$ cat src/design/rpct_pkg.sv
// Shared types and constants for the red pixel cluster tracker.
// No dependencies; the input stage, tracker, report and top-level files import this package.
package rpct_pkg;

	localparam int unsigned CFG_INDEX_BITS = 2;
	localparam int unsigned CFG_DATA_BITS  = 10;
	localparam int unsigned CHAN_BITS      = 8;
	localparam int unsigned LEVEL_BITS     = 9;
	localparam int unsigned RADIUS_BITS    = 10;
	localparam int unsigned LIM_BITS       = 2 * RADIUS_BITS;

	localparam logic [CHAN_BITS-1:0]   RED_MIN_RST   = 8'd200;
	localparam logic [LEVEL_BITS-1:0]  GREEN_MAX_RST = 9'd50;
	localparam logic [LEVEL_BITS-1:0]  BLUE_MAX_RST  = 9'd50;
	localparam logic [RADIUS_BITS-1:0] RADIUS_RST    = 10'd50;

	typedef enum logic [CFG_INDEX_BITS-1:0] {
		CFG_RED_MIN      = 2'd0,
		CFG_GREEN_MAX    = 2'd1,
		CFG_BLUE_MAX     = 2'd2,
		CFG_MATCH_RADIUS = 2'd3
	} cfg_reg_t;

	// Control of the pixel held in the input register, as seen by the slot logic.
	typedef struct packed {
		logic go;          // pixel leaves the input register this cycle
		logic is_red;
		logic frame_start;
		logic frame_end;
	} pix_ctl_t;

	function automatic logic [LIM_BITS-1:0] radius_sq(input logic [RADIUS_BITS-1:0] r);
		return LIM_BITS'(r) * LIM_BITS'(r);
	endfunction

	localparam logic [LIM_BITS-1:0] LIM_RST = radius_sq(RADIUS_RST);

endpackage

$ cat src/design/rpct_ifs.sv
// Valid/ready channel interfaces: pixel beats in, slot report beats out.
// No dependencies.
interface pix_if #(
	parameter int unsigned COORD_BITS = 10
);
	logic                  valid;
	logic                  ready;
	logic [7:0]            red;
	logic [7:0]            green;
	logic [7:0]            blue;
	logic [COORD_BITS-1:0] col;
	logic [COORD_BITS-1:0] row;
	logic                  frame_start;
	logic                  frame_end;

	modport source (output valid, red, green, blue, col, row, frame_start, frame_end,
		input ready);
	modport sink (input valid, red, green, blue, col, row, frame_start, frame_end,
		output ready);
endinterface

interface rpt_if #(
	parameter int unsigned SLOT_BITS  = 2,
	parameter int unsigned COORD_BITS = 10,
	parameter int unsigned COUNT_BITS = 20
);
	logic                  valid;
	logic                  ready;
	logic [SLOT_BITS-1:0]  slot_index;
	logic [COORD_BITS-1:0] center_col;
	logic [COORD_BITS-1:0] center_row;
	logic [COUNT_BITS-1:0] hit_count;
	logic [COUNT_BITS-1:0] dropped;
	logic                  last;

	modport source (output valid, slot_index, center_col, center_row, hit_count, dropped,
		last, input ready);
	modport sink (input valid, slot_index, center_col, center_row, hit_count, dropped,
		last, output ready);
endinterface

$ cat src/design/rpct_input_stage.sv
// Input register of the tracker: takes pixel beats and classifies red.
// Depends on rpct_pkg and pix_if.
module rpct_input_stage import rpct_pkg::*; #(
	parameter int unsigned COORD_BITS = 10
) (
	input  logic                  clk,
	input  logic                  arst_n,
	pix_if.sink                   pixel,
	input  logic [CHAN_BITS-1:0]  red_min,
	input  logic [LEVEL_BITS-1:0] green_max,
	input  logic [LEVEL_BITS-1:0] blue_max,
	input  logic                  rep_busy,
	output pix_ctl_t              ctl,
	output logic [COORD_BITS-1:0] col_s1,
	output logic [COORD_BITS-1:0] row_s1
);

	logic valid_s1;
	logic is_red_s1;
	logic frame_start_s1;
	logic frame_end_s1;
	logic in_ready;
	logic accept;
	logic is_red;

	// Hold a frame-end pixel while the previous report is still draining.
	assign in_ready    = ~(valid_s1 & frame_end_s1 & rep_busy);
	assign pixel.ready = in_ready;
	assign accept      = pixel.valid & in_ready;

	assign is_red = (pixel.red >= red_min)
		&& ({1'b0, pixel.green} < green_max)
		&& ({1'b0, pixel.blue} < blue_max);

	always_ff @(posedge clk or negedge arst_n) begin
		if (!arst_n) begin
			valid_s1 <= 1'b0;
		end else if (in_ready) begin
			valid_s1 <= pixel.valid;
		end
	end

	always_ff @(posedge clk) begin
		if (accept) begin
			is_red_s1      <= is_red;
			frame_start_s1 <= pixel.frame_start;
			frame_end_s1   <= pixel.frame_end;
			col_s1         <= pixel.col;
			row_s1         <= pixel.row;
		end
	end

	always_comb begin
		ctl.go          = valid_s1 & in_ready;
		ctl.is_red      = is_red_s1;
		ctl.frame_start = frame_start_s1;
		ctl.frame_end   = frame_end_s1;
	end

endmodule

$ cat src/design/rpct_tracker.sv
// Slot bank: distance match, midpoint move, free slot fill and drop count.
// Depends on rpct_pkg.
module rpct_tracker import rpct_pkg::*; #(
	parameter int unsigned SLOT_COUNT = 4,
	parameter int unsigned COORD_BITS = 10,
	parameter int unsigned COUNT_BITS = 20
) (
	input  logic                  clk,
	input  logic                  arst_n,
	input  pix_ctl_t              ctl,
	input  logic [COORD_BITS-1:0] col_s1,
	input  logic [COORD_BITS-1:0] row_s1,
	input  logic [LIM_BITS-1:0]   lim,
	output logic [COORD_BITS-1:0] col_nxt [SLOT_COUNT],
	output logic [COORD_BITS-1:0] row_nxt [SLOT_COUNT],
	output logic [COUNT_BITS-1:0] hits_nxt [SLOT_COUNT],
	output logic [COUNT_BITS-1:0] drop_nxt
);

	localparam int unsigned SQ_W   = 2 * COORD_BITS;
	localparam int unsigned DIST_W = SQ_W + 1;
	localparam int unsigned CMP_W  = (DIST_W > LIM_BITS) ? DIST_W : LIM_BITS;

	logic [COORD_BITS-1:0] col_q [SLOT_COUNT];
	logic [COORD_BITS-1:0] row_q [SLOT_COUNT];
	logic [COUNT_BITS-1:0] hits_q [SLOT_COUNT];
	logic [COUNT_BITS-1:0] drop_q;

	logic [COORD_BITS-1:0] base_col [SLOT_COUNT];
	logic [COORD_BITS-1:0] base_row [SLOT_COUNT];
	logic [COUNT_BITS-1:0] base_hits [SLOT_COUNT];
	logic [COUNT_BITS-1:0] base_drop;
	logic [COORD_BITS-1:0] dcol [SLOT_COUNT];
	logic [COORD_BITS-1:0] drow [SLOT_COUNT];
	logic [DIST_W-1:0]     dsq [SLOT_COUNT];
	logic [COORD_BITS:0]   sum_col [SLOT_COUNT];
	logic [COORD_BITS:0]   sum_row [SLOT_COUNT];
	logic [SLOT_COUNT-1:0] occ;
	logic [SLOT_COUNT-1:0] match;
	logic [SLOT_COUNT-1:0] fill_oh;
	logic                  have_free;
	logic                  place;

	// Per-slot distance test against the frame-start-cleared view of the bank.
	always_comb begin
		for (int i = 0; i < SLOT_COUNT; i++) begin
			base_col[i]  = ctl.frame_start ? '0 : col_q[i];
			base_row[i]  = ctl.frame_start ? '0 : row_q[i];
			base_hits[i] = ctl.frame_start ? '0 : hits_q[i];
			occ[i]       = |base_hits[i];
			dcol[i]      = (col_s1 >= base_col[i]) ? col_s1 - base_col[i] : base_col[i] - col_s1;
			drow[i]      = (row_s1 >= base_row[i]) ? row_s1 - base_row[i] : base_row[i] - row_s1;
			dsq[i]       = DIST_W'(SQ_W'(dcol[i]) * SQ_W'(dcol[i]))
				+ DIST_W'(SQ_W'(drow[i]) * SQ_W'(drow[i]));
			match[i]     = ctl.is_red & occ[i] & (CMP_W'(dsq[i]) < CMP_W'(lim));
			sum_col[i]   = {1'b0, base_col[i]} + {1'b0, col_s1};
			sum_row[i]   = {1'b0, base_row[i]} + {1'b0, row_s1};
		end
	end

	// Pick the highest-indexed free slot.
	always_comb begin
		have_free = 1'b0;
		for (int i = SLOT_COUNT - 1; i >= 0; i--) begin
			fill_oh[i] = ~occ[i] & ~have_free;
			have_free  = have_free | ~occ[i];
		end
	end

	assign base_drop = ctl.frame_start ? '0 : drop_q;
	assign place     = ctl.is_red & ~(|match);

	always_comb begin
		for (int i = 0; i < SLOT_COUNT; i++) begin
			if (match[i]) begin
				col_nxt[i]  = sum_col[i][COORD_BITS:1];
				row_nxt[i]  = sum_row[i][COORD_BITS:1];
				hits_nxt[i] = (&base_hits[i]) ? base_hits[i] : base_hits[i] + 1'b1;
			end else if (place & fill_oh[i]) begin
				col_nxt[i]  = col_s1;
				row_nxt[i]  = row_s1;
				hits_nxt[i] = COUNT_BITS'(1);
			end else begin
				col_nxt[i]  = base_col[i];
				row_nxt[i]  = base_row[i];
				hits_nxt[i] = base_hits[i];
			end
		end
		if (place & ~have_free & ~(&base_drop)) begin
			drop_nxt = base_drop + 1'b1;
		end else begin
			drop_nxt = base_drop;
		end
	end

	always_ff @(posedge clk or negedge arst_n) begin
		if (!arst_n) begin
			for (int i = 0; i < SLOT_COUNT; i++) begin
				col_q[i]  <= '0;
				row_q[i]  <= '0;
				hits_q[i] <= '0;
			end
			drop_q <= '0;
		end else if (ctl.go) begin
			for (int i = 0; i < SLOT_COUNT; i++) begin
				col_q[i]  <= col_nxt[i];
				row_q[i]  <= row_nxt[i];
				hits_q[i] <= hits_nxt[i];
			end
			drop_q <= drop_nxt;
		end
	end

endmodule

$ cat src/design/rpct_report.sv
// Report buffer: snapshots the slot bank at frame end and sends one beat per slot.
// Depends on rpct_pkg and rpt_if.
module rpct_report import rpct_pkg::*; #(
	parameter int unsigned SLOT_COUNT = 4,
	parameter int unsigned SLOT_BITS  = 2,
	parameter int unsigned COORD_BITS = 10,
	parameter int unsigned COUNT_BITS = 20
) (
	input  logic                  clk,
	input  logic                  arst_n,
	input  pix_ctl_t              ctl,
	input  logic [COORD_BITS-1:0] col_nxt [SLOT_COUNT],
	input  logic [COORD_BITS-1:0] row_nxt [SLOT_COUNT],
	input  logic [COUNT_BITS-1:0] hits_nxt [SLOT_COUNT],
	input  logic [COUNT_BITS-1:0] drop_nxt,
	rpt_if.source                 report,
	output logic                  busy
);

	logic [COORD_BITS-1:0] snap_col_q [SLOT_COUNT];
	logic [COORD_BITS-1:0] snap_row_q [SLOT_COUNT];
	logic [COUNT_BITS-1:0] snap_hits_q [SLOT_COUNT];
	logic [COUNT_BITS-1:0] snap_drop_q;
	logic                  busy_q;
	logic [SLOT_BITS-1:0]  idx_q;
	logic                  load;
	logic                  beat;
	logic                  last_slot;

	assign load      = ctl.go & ctl.frame_end;
	assign beat      = busy_q & report.ready;
	assign last_slot = (idx_q == SLOT_BITS'(SLOT_COUNT - 1));

	always_ff @(posedge clk or negedge arst_n) begin
		if (!arst_n) begin
			busy_q <= 1'b0;
			idx_q  <= '0;
		end else if (load) begin
			busy_q <= 1'b1;
			idx_q  <= '0;
		end else if (beat) begin
			if (last_slot) begin
				busy_q <= 1'b0;
			end else begin
				idx_q <= idx_q + 1'b1;
			end
		end
	end

	// Advance the snapshot one slot per beat; the head is always on the port.
	always_ff @(posedge clk) begin
		if (load) begin
			for (int i = 0; i < SLOT_COUNT; i++) begin
				snap_col_q[i]  <= col_nxt[i];
				snap_row_q[i]  <= row_nxt[i];
				snap_hits_q[i] <= hits_nxt[i];
			end
			snap_drop_q <= drop_nxt;
		end else if (beat) begin
			for (int i = 0; i < SLOT_COUNT - 1; i++) begin
				snap_col_q[i]  <= snap_col_q[i+1];
				snap_row_q[i]  <= snap_row_q[i+1];
				snap_hits_q[i] <= snap_hits_q[i+1];
			end
		end
	end

	assign report.valid      = busy_q;
	assign report.slot_index = idx_q;
	assign report.center_col = snap_col_q[0];
	assign report.center_row = snap_row_q[0];
	assign report.hit_count  = snap_hits_q[0];
	assign report.dropped    = snap_drop_q;
	assign report.last       = last_slot;
	assign busy              = busy_q;

endmodule

$ cat src/design/red_pixel_cluster_tracker.sv
// Order: a pixel updates the slots as it leaves the input register; a frame-end
// pixel's first report beat is offered along with that update, SLOT_COUNT beats in all.
// Throughput: one pixel per cycle; a frame-end pixel waits in the input register
// only while the previous frame's report is still draining (SLOT_COUNT beats).
// Reset (arst_n low, asynchronous): slots, drop count and handshake state clear,
// thresholds return to red_min 200, green_max 50, blue_max 50, match_radius 50.
module red_pixel_cluster_tracker import rpct_pkg::*; #(
	parameter int unsigned SLOT_COUNT = 4,
	parameter int unsigned COORD_BITS = 10,
	parameter int unsigned COUNT_BITS = 20
) (
	input  logic                      clk,
	input  logic                      arst_n,
	pix_if.sink                       pixel,
	rpt_if.source                     report,
	input  logic                      cfg_wr_en,
	input  logic [CFG_INDEX_BITS-1:0] cfg_index,
	input  logic [CFG_DATA_BITS-1:0]  cfg_data
);

	localparam int unsigned SLOT_BITS = (SLOT_COUNT > 1) ? $clog2(SLOT_COUNT) : 1;

	// Threshold registers. The radius is kept only as its square: the match
	// test compares squared distances, so the square is formed once per write.
	logic [CHAN_BITS-1:0]  red_min_q;
	logic [LEVEL_BITS-1:0] green_max_q;
	logic [LEVEL_BITS-1:0] blue_max_q;
	logic [LIM_BITS-1:0]   lim_q;

	pix_ctl_t              ctl;
	logic [COORD_BITS-1:0] col_s1;
	logic [COORD_BITS-1:0] row_s1;
	logic [COORD_BITS-1:0] col_nxt [SLOT_COUNT];
	logic [COORD_BITS-1:0] row_nxt [SLOT_COUNT];
	logic [COUNT_BITS-1:0] hits_nxt [SLOT_COUNT];
	logic [COUNT_BITS-1:0] drop_nxt;
	logic                  rep_busy;

	always_ff @(posedge clk or negedge arst_n) begin
		if (!arst_n) begin
			red_min_q   <= RED_MIN_RST;
			green_max_q <= GREEN_MAX_RST;
			blue_max_q  <= BLUE_MAX_RST;
			lim_q       <= LIM_RST;
		end else if (cfg_wr_en) begin
			unique case (cfg_reg_t'(cfg_index))
				CFG_RED_MIN: begin
					red_min_q <= cfg_data[CHAN_BITS-1:0];
				end
				CFG_GREEN_MAX: begin
					green_max_q <= cfg_data[LEVEL_BITS-1:0];
				end
				CFG_BLUE_MAX: begin
					blue_max_q <= cfg_data[LEVEL_BITS-1:0];
				end
				CFG_MATCH_RADIUS: begin
					lim_q <= radius_sq(cfg_data[RADIUS_BITS-1:0]);
				end
			endcase
		end
	end

	// Input register: classifies the pixel as red on the way in and holds a
	// frame-end pixel back while the report buffer is still occupied.
	rpct_input_stage #(
		.COORD_BITS(COORD_BITS)
	) u_input_stage (
		.clk      (clk),
		.arst_n   (arst_n),
		.pixel    (pixel),
		.red_min  (red_min_q),
		.green_max(green_max_q),
		.blue_max (blue_max_q),
		.rep_busy (rep_busy),
		.ctl      (ctl),
		.col_s1   (col_s1),
		.row_s1   (row_s1)
	);

	// Slot bank: the whole update for one pixel (clear on frame start, all
	// distance tests in parallel, midpoint moves, free slot fill, drop count)
	// sits between the input register and the slot registers, so the next
	// pixel always sees the bank as the previous one left it.
	rpct_tracker #(
		.SLOT_COUNT(SLOT_COUNT),
		.COORD_BITS(COORD_BITS),
		.COUNT_BITS(COUNT_BITS)
	) u_tracker (
		.clk     (clk),
		.arst_n  (arst_n),
		.ctl     (ctl),
		.col_s1  (col_s1),
		.row_s1  (row_s1),
		.lim     (lim_q),
		.col_nxt (col_nxt),
		.row_nxt (row_nxt),
		.hits_nxt(hits_nxt),
		.drop_nxt(drop_nxt)
	);

	// Report buffer: takes a copy of the updated bank on a frame-end pixel so
	// that pixels of the next frame can flow while the report drains.
	rpct_report #(
		.SLOT_COUNT(SLOT_COUNT),
		.SLOT_BITS (SLOT_BITS),
		.COORD_BITS(COORD_BITS),
		.COUNT_BITS(COUNT_BITS)
	) u_report (
		.clk     (clk),
		.arst_n  (arst_n),
		.ctl     (ctl),
		.col_nxt (col_nxt),
		.row_nxt (row_nxt),
		.hits_nxt(hits_nxt),
		.drop_nxt(drop_nxt),
		.report  (report),
		.busy    (rep_busy)
	);

endmodule

$ cat src/flat_wrapper.sv
// flat-port wrapper written by rule: the top's interface ports become plain ports
module red_pixel_cluster_tracker_flat import rpct_pkg::*;
#(
	parameter int unsigned SLOT_COUNT = 4,
	parameter int unsigned COORD_BITS = 10,
	parameter int unsigned COUNT_BITS = 20
)
  (clk, arst_n, cfg_wr_en, cfg_index, cfg_data, pixel_valid, pixel_red, pixel_green, pixel_blue, pixel_col, pixel_row, pixel_frame_start, pixel_frame_end, pixel_ready, report_valid, report_slot_index, report_center_col, report_center_row, report_hit_count, report_dropped, report_last, report_ready);
  pix_if #(.COORD_BITS(COORD_BITS)) pixel_i ();
  rpt_if #(.COORD_BITS(COORD_BITS), .COUNT_BITS(COUNT_BITS)) report_i ();
  input  logic clk;
  input  logic arst_n;
  input  logic cfg_wr_en;
  input  logic [CFG_INDEX_BITS-1:0] cfg_index;
  input  logic [CFG_DATA_BITS-1:0] cfg_data;
  input wire logic [$bits(pixel_i.valid)-1:0] pixel_valid;
  input wire logic [$bits(pixel_i.red)-1:0] pixel_red;
  input wire logic [$bits(pixel_i.green)-1:0] pixel_green;
  input wire logic [$bits(pixel_i.blue)-1:0] pixel_blue;
  input wire logic [$bits(pixel_i.col)-1:0] pixel_col;
  input wire logic [$bits(pixel_i.row)-1:0] pixel_row;
  input wire logic [$bits(pixel_i.frame_start)-1:0] pixel_frame_start;
  input wire logic [$bits(pixel_i.frame_end)-1:0] pixel_frame_end;
  output wire logic [$bits(pixel_i.ready)-1:0] pixel_ready;
  output wire logic [$bits(report_i.valid)-1:0] report_valid;
  output wire logic [$bits(report_i.slot_index)-1:0] report_slot_index;
  output wire logic [$bits(report_i.center_col)-1:0] report_center_col;
  output wire logic [$bits(report_i.center_row)-1:0] report_center_row;
  output wire logic [$bits(report_i.hit_count)-1:0] report_hit_count;
  output wire logic [$bits(report_i.dropped)-1:0] report_dropped;
  output wire logic [$bits(report_i.last)-1:0] report_last;
  input wire logic [$bits(report_i.ready)-1:0] report_ready;
  assign pixel_i.valid = pixel_valid;
  assign pixel_i.red = pixel_red;
  assign pixel_i.green = pixel_green;
  assign pixel_i.blue = pixel_blue;
  assign pixel_i.col = pixel_col;
  assign pixel_i.row = pixel_row;
  assign pixel_i.frame_start = pixel_frame_start;
  assign pixel_i.frame_end = pixel_frame_end;
  assign pixel_ready = pixel_i.ready;
  assign report_valid = report_i.valid;
  assign report_slot_index = report_i.slot_index;
  assign report_center_col = report_i.center_col;
  assign report_center_row = report_i.center_row;
  assign report_hit_count = report_i.hit_count;
  assign report_dropped = report_i.dropped;
  assign report_last = report_i.last;
  assign report_i.ready = report_ready;
  red_pixel_cluster_tracker #(.SLOT_COUNT(SLOT_COUNT), .COORD_BITS(COORD_BITS), .COUNT_BITS(COUNT_BITS)) u_core (.clk(clk), .arst_n(arst_n), .pixel(pixel_i), .report(report_i), .cfg_wr_en(cfg_wr_en), .cfg_index(cfg_index), .cfg_data(cfg_data));
endmodule
$ cat config.mk
export PLATFORM = sky130hd
export DESIGN_NAME = red_pixel_cluster_tracker_flat
export DESIGN_NICKNAME = d
export VERILOG_FILES = /design/src/design/rpct_pkg.sv /design/src/design/rpct_ifs.sv /design/src/design/rpct_input_stage.sv /design/src/design/rpct_tracker.sv /design/src/design/rpct_report.sv /design/src/design/red_pixel_cluster_tracker.sv /design/src/flat_wrapper.sv
export SDC_FILE = /design/constraint.sdc
export NUM_CORES = 2
export LEC_CHECK = 0
export BUFFER_PORTS_ARGS = -buffer_cell sky130_fd_sc_hd__buf_4
export CAP_MARGIN = 30
export CORE_MARGIN = 3
export CORE_UTILIZATION = 45
export CTS_BUF_LIST = sky130_fd_sc_hd__clkbuf_4 sky130_fd_sc_hd__clkbuf_8
export CTS_CLUSTER_DIAMETER = 50
export DETAILED_ROUTE_END_ITERATION = 8
export HOLD_SLACK_MARGIN = 0.1
export PLACE_DENSITY_LB_ADDON = 0.2
export SYNTH_ARGS = -nofsm -noshare
export SYNTH_HDL_FRONTEND = slang
export SYNTH_SLANG_ARGS = --single-unit
$ cat constraint.sdc
create_clock -name clk -period 15.35 [get_ports clk]
set_input_delay 0.7675 -clock clk [delete_from_list [all_inputs] [get_ports clk]]
set_output_delay 0.7675 -clock clk [all_outputs]
set_load 0.1 [all_outputs]
==> results by group <==
STA
  – Fin worst setup slack: 1.34 ns
  – Worst-Margin Slew: 1.06 ns
  – Setup TNS: 0 ns
  – Fin crit share: 91.2%
  – Setup Skew: 0.0693 ns
  – Minimum clock period after layout: 14.01 ns
  – Final hold violation count: 0
  – Max Clk Rate: 0.0714 GHz
  – RSZ-0062 raised after global routing: false
  – Worst slew margin: 29.0%
  – Final setup vio count: 0
  – Fin. max-slew vios: 0

Clock network
  – Clock Sinks: 432
  – Max Root-Sink Buffers: 3
  – H-tree levels: 3
  – CTS Buf Count: 86
  – Reg clk slew, reported paths: 0.06 ns
  – Worst-skew pair later-pin latency: 0.75 ns
  – Root Driver: clkbuf_8
  – Post-CTS Resized: 0
  – TritonCTS clock tree: built

Synth
  – Net Count, Synth: 7987
  – Main combinational cell family by area after synthesis: adder cells
  – #FFs+latches synth: 432
  – Synth Area in Compound Gates: 12.5%
  – Synth async-reset ratio: 53.0%
  – Mux share of post-synthesis cell area: 4.16%
  – Gate Count Post-Synth: 6634
  – Mapped Area: 59200 um2
  – Synth warn: 0
  – Most frequent cell after synthesis: inv_1
  – Post-synthesis average cell area: 8.92 um2
  – Synth top area cells: fa_1 (20%), ha_1 (15%), edfxtp_1 (10%), dfrtp_1 (9.1%), inv_1 (6.6%)
  – Primary FF master, synth: dfrtp_1
  – Synth cell types: 97
  – Post-Synth XOR/XNOR Area: 4.63%
  – Post-synth top area share: 19.8%
  – Post-Synth Simple-Gate Area: 15.0%
  – Adder and majority cell fraction of the synthesized area: 34.7%
  – Post-synthesis sequential area ratio: 20.0%
  – EDFF count, synth: 203
  – Post-synth top area cell: fa_1
  – Commonest cells post-synth: inv_1 (1035), ha_1 (705), fa_1 (585), nor2_1 (585), nand2_1 (509)

Layout
  – Layout area overhead: 7.95%
  – Layout filler cell count: 12500
  – Fin nets: 8006
  – Share of post-route cells with drive strength above 1: 9.37%
  – Non-Filler Instances: 8479

Global route
  – Vias in the first global route: 47300
  – Grt total ovfl: 0
  – Antenna violations before repair: 11
  – Global-route wire length before repair: 272000 um
  – Total GRT Usage: 25.5%
  – Largest net degree at the start of global routing: 195

Critical path
  – CP startpoint kind: register
  – Worst endpoint data arrival time: 14.41 ns
  – Max stage delay on crit path: 0.79 ns
  – Worst Path Buf+Inv: 9
  – Largest delay contributor family on the critical path: adder cells
  – Slowest cell on the critical path: xnor2_1
  – CP Capture Type: register
  – CP most frequent cell: fa_1
  – Crit Path Max Fanout: 63
  – Crit path required time: 15.76 ns
  – Crit Path Category: reg2reg

Routing
  – DRT Wirelength: 173000 um
  – Drt drc: 0
  – DR pass1 iterations: 6
  – 1st-iter DRT viols: 3711
  – Vias per inst: 5.56
  – Final ANT Viol Nets: 0
  – Vias: 47200
  – WL per Instance: 20.4 um

Hold path
  – Worst hold path type: in2reg

Placement
  – PortBufs: 127
  – Global placer's final weighted congestion: 0.909
  – Final HPWL DP: 135000 um
  – Pre-CTS setup slack: 1.57 ns
  – Cells after DPL: 8306

Job
  – Max_cap viols: 0

Floorplan
  – Core area: 130000 um2
  – Die Y: 369 um
  – Initial Util: 45.5%
  – Die Footprint: 136000 um2
  – Rows: 132
  – IO Count: 128
  – Die X: 369 um

Status
  – Run status: finished clean
sequential cells by signal (all words and copies together), names as in the netlist:
register                             count
u_core.blue_max_q                        9
u_core.green_max_q                       9
u_core.lim_q                            19
u_core.red_min_q                         8
u_core.u_input_stage.col_s1             10
u_core.u_input_stage.frame_end_s1        1
u_core.u_input_stage.frame_start_s1      1
u_core.u_input_stage.is_red_s1           1
u_core.u_input_stage.row_s1             10
u_core.u_input_stage.valid_s1            1
u_core.u_report.busy                     1
u_core.u_report.report.dropped          20
u_core.u_report.report.slot_index        2
u_core.u_report.snap_col_q              40
u_core.u_report.snap_hits_q             80
u_core.u_report.snap_row_q              40
u_core.u_tracker.col_q                  40
u_core.u_tracker.drop_q                 20
u_core.u_tracker.hits_q                 80
u_core.u_tracker.row_q                  40
final timing paths:
| path | start | endpoint | slack [ns] | cells past startpoint |
|---|---|---|---|---|
| min | pixel_col[7] | u_core.u_input_stage.col_s1[7] | 0.25 | 1 |
| max in group asynchronous | arst_n | u_core.u_tracker.col_q[34] | 13.41 | 3 |
| max | u_core.u_input_stage.frame_start_s1 | u_core.u_report.snap_col_q[0][10] | 1.34 | 47 |
| min in group asynchronous | arst_n | u_core.u_tracker.drop_q[11] | 0.56 | 2 |
| max reg2reg | u_core.u_input_stage.frame_start_s1 | u_core.u_report.snap_col_q[0][10] | 1.34 | 47 |
| min reg2reg | u_core.lim_q[13] | u_core.lim_q[13] | 0.48 | 2 |
cells by family (layout without fill, tap and decap cells):
family | count (synthesis) | in the layout
and+or+nand+nor | 1871 | 1871
muxes | 237 | 237
adders and majority gates | 1290 | 1290
DFF | 432 | 432
other | 0 | 10
buffers and inverters | 1352 | 1445
xor gates and xnor gates | 311 | 311
AOI/OAI and AO/OA | 1141 | 1141
metrics by stage:
stage | hold slack (ns) | utilization [%] | area, um2
after floorplan | 0.441 | - | 59200
after global placement | 0.461 | 47.6 | 61900
after detailed placement | 0.469 | 47.6 | 61900
after CTS | 0.210 | 49.1 | 63900
after global routing | 0.236 | 49.1 | 63900
final | 0.254 | 49.1 | 63900
worst reg2reg max path: cells and delay by family, from the launching register on:
| kind | cells | cell delay, ns |
|---|---|---|
| compound gates | 12 | 2.56 |
| xor+xnor | 2 | 0.94 |
| fa+ha+maj | 11 | 4.92 |
| buf+inv | 9 | 1.70 |
| flops | 1 | 0.46 |
| mux | 2 | 0.67 |
| simple gates | 11 | 2.43 |
area by class of cell:
type	instances	area (um2)	area share, %
sequential	432	11800	18.5
tap	1742	2180	3.41
clock buffer	115	1450	2.26
timing repair buffer	246	1880	2.95
clock inverter	47	517	0.809
multi-input combinational	4850	42100	65.9
inverter	1037	3890	6.10
antenna	10	25.0	0.0392
placed cells by master, fill, tap and decap left out, types with 45 or more instances in the layout:
cell type	n
or2_2	95
o21ai_0	267
nor2b_1	78
a21oi_1	288
edfxtp_1	203
nand2_1	507
nor3_1	118
ha_1	705
fa_1	585
a21o_1	85
mux2_2	67
dfrtp_1	215
and2_1	49
nand3_1	106
xnor2_1	237
xor2_1	71
mux2i_1	168
o31ai_1	75
nand4_1	45
or3_1	55
and3_1	48
nand2b_1	70
a31oi_1	48
buf_4	242
clkbuf_8	93
inv_1	1034
nor2_1	585
metal layers:
metal  vias to the layer above  track usage, %  routed length [um]
met4                        10            8.00                5550
met2                      1561            40.9               78800
met5                         -               0                  73
met1                     23200            35.4               76600
met3                       259            3.90               12000
li1                      22200               -                   -
timing repair:
item | CTS | global route
hold buffers | 1 | 0
endpoints found under the hold margin | 52 | 0
setup buffers | 0 | 0
Power is not shown: default switching activity piles up to over one toggle a cycle in this logic, so the estimate is an artifact.
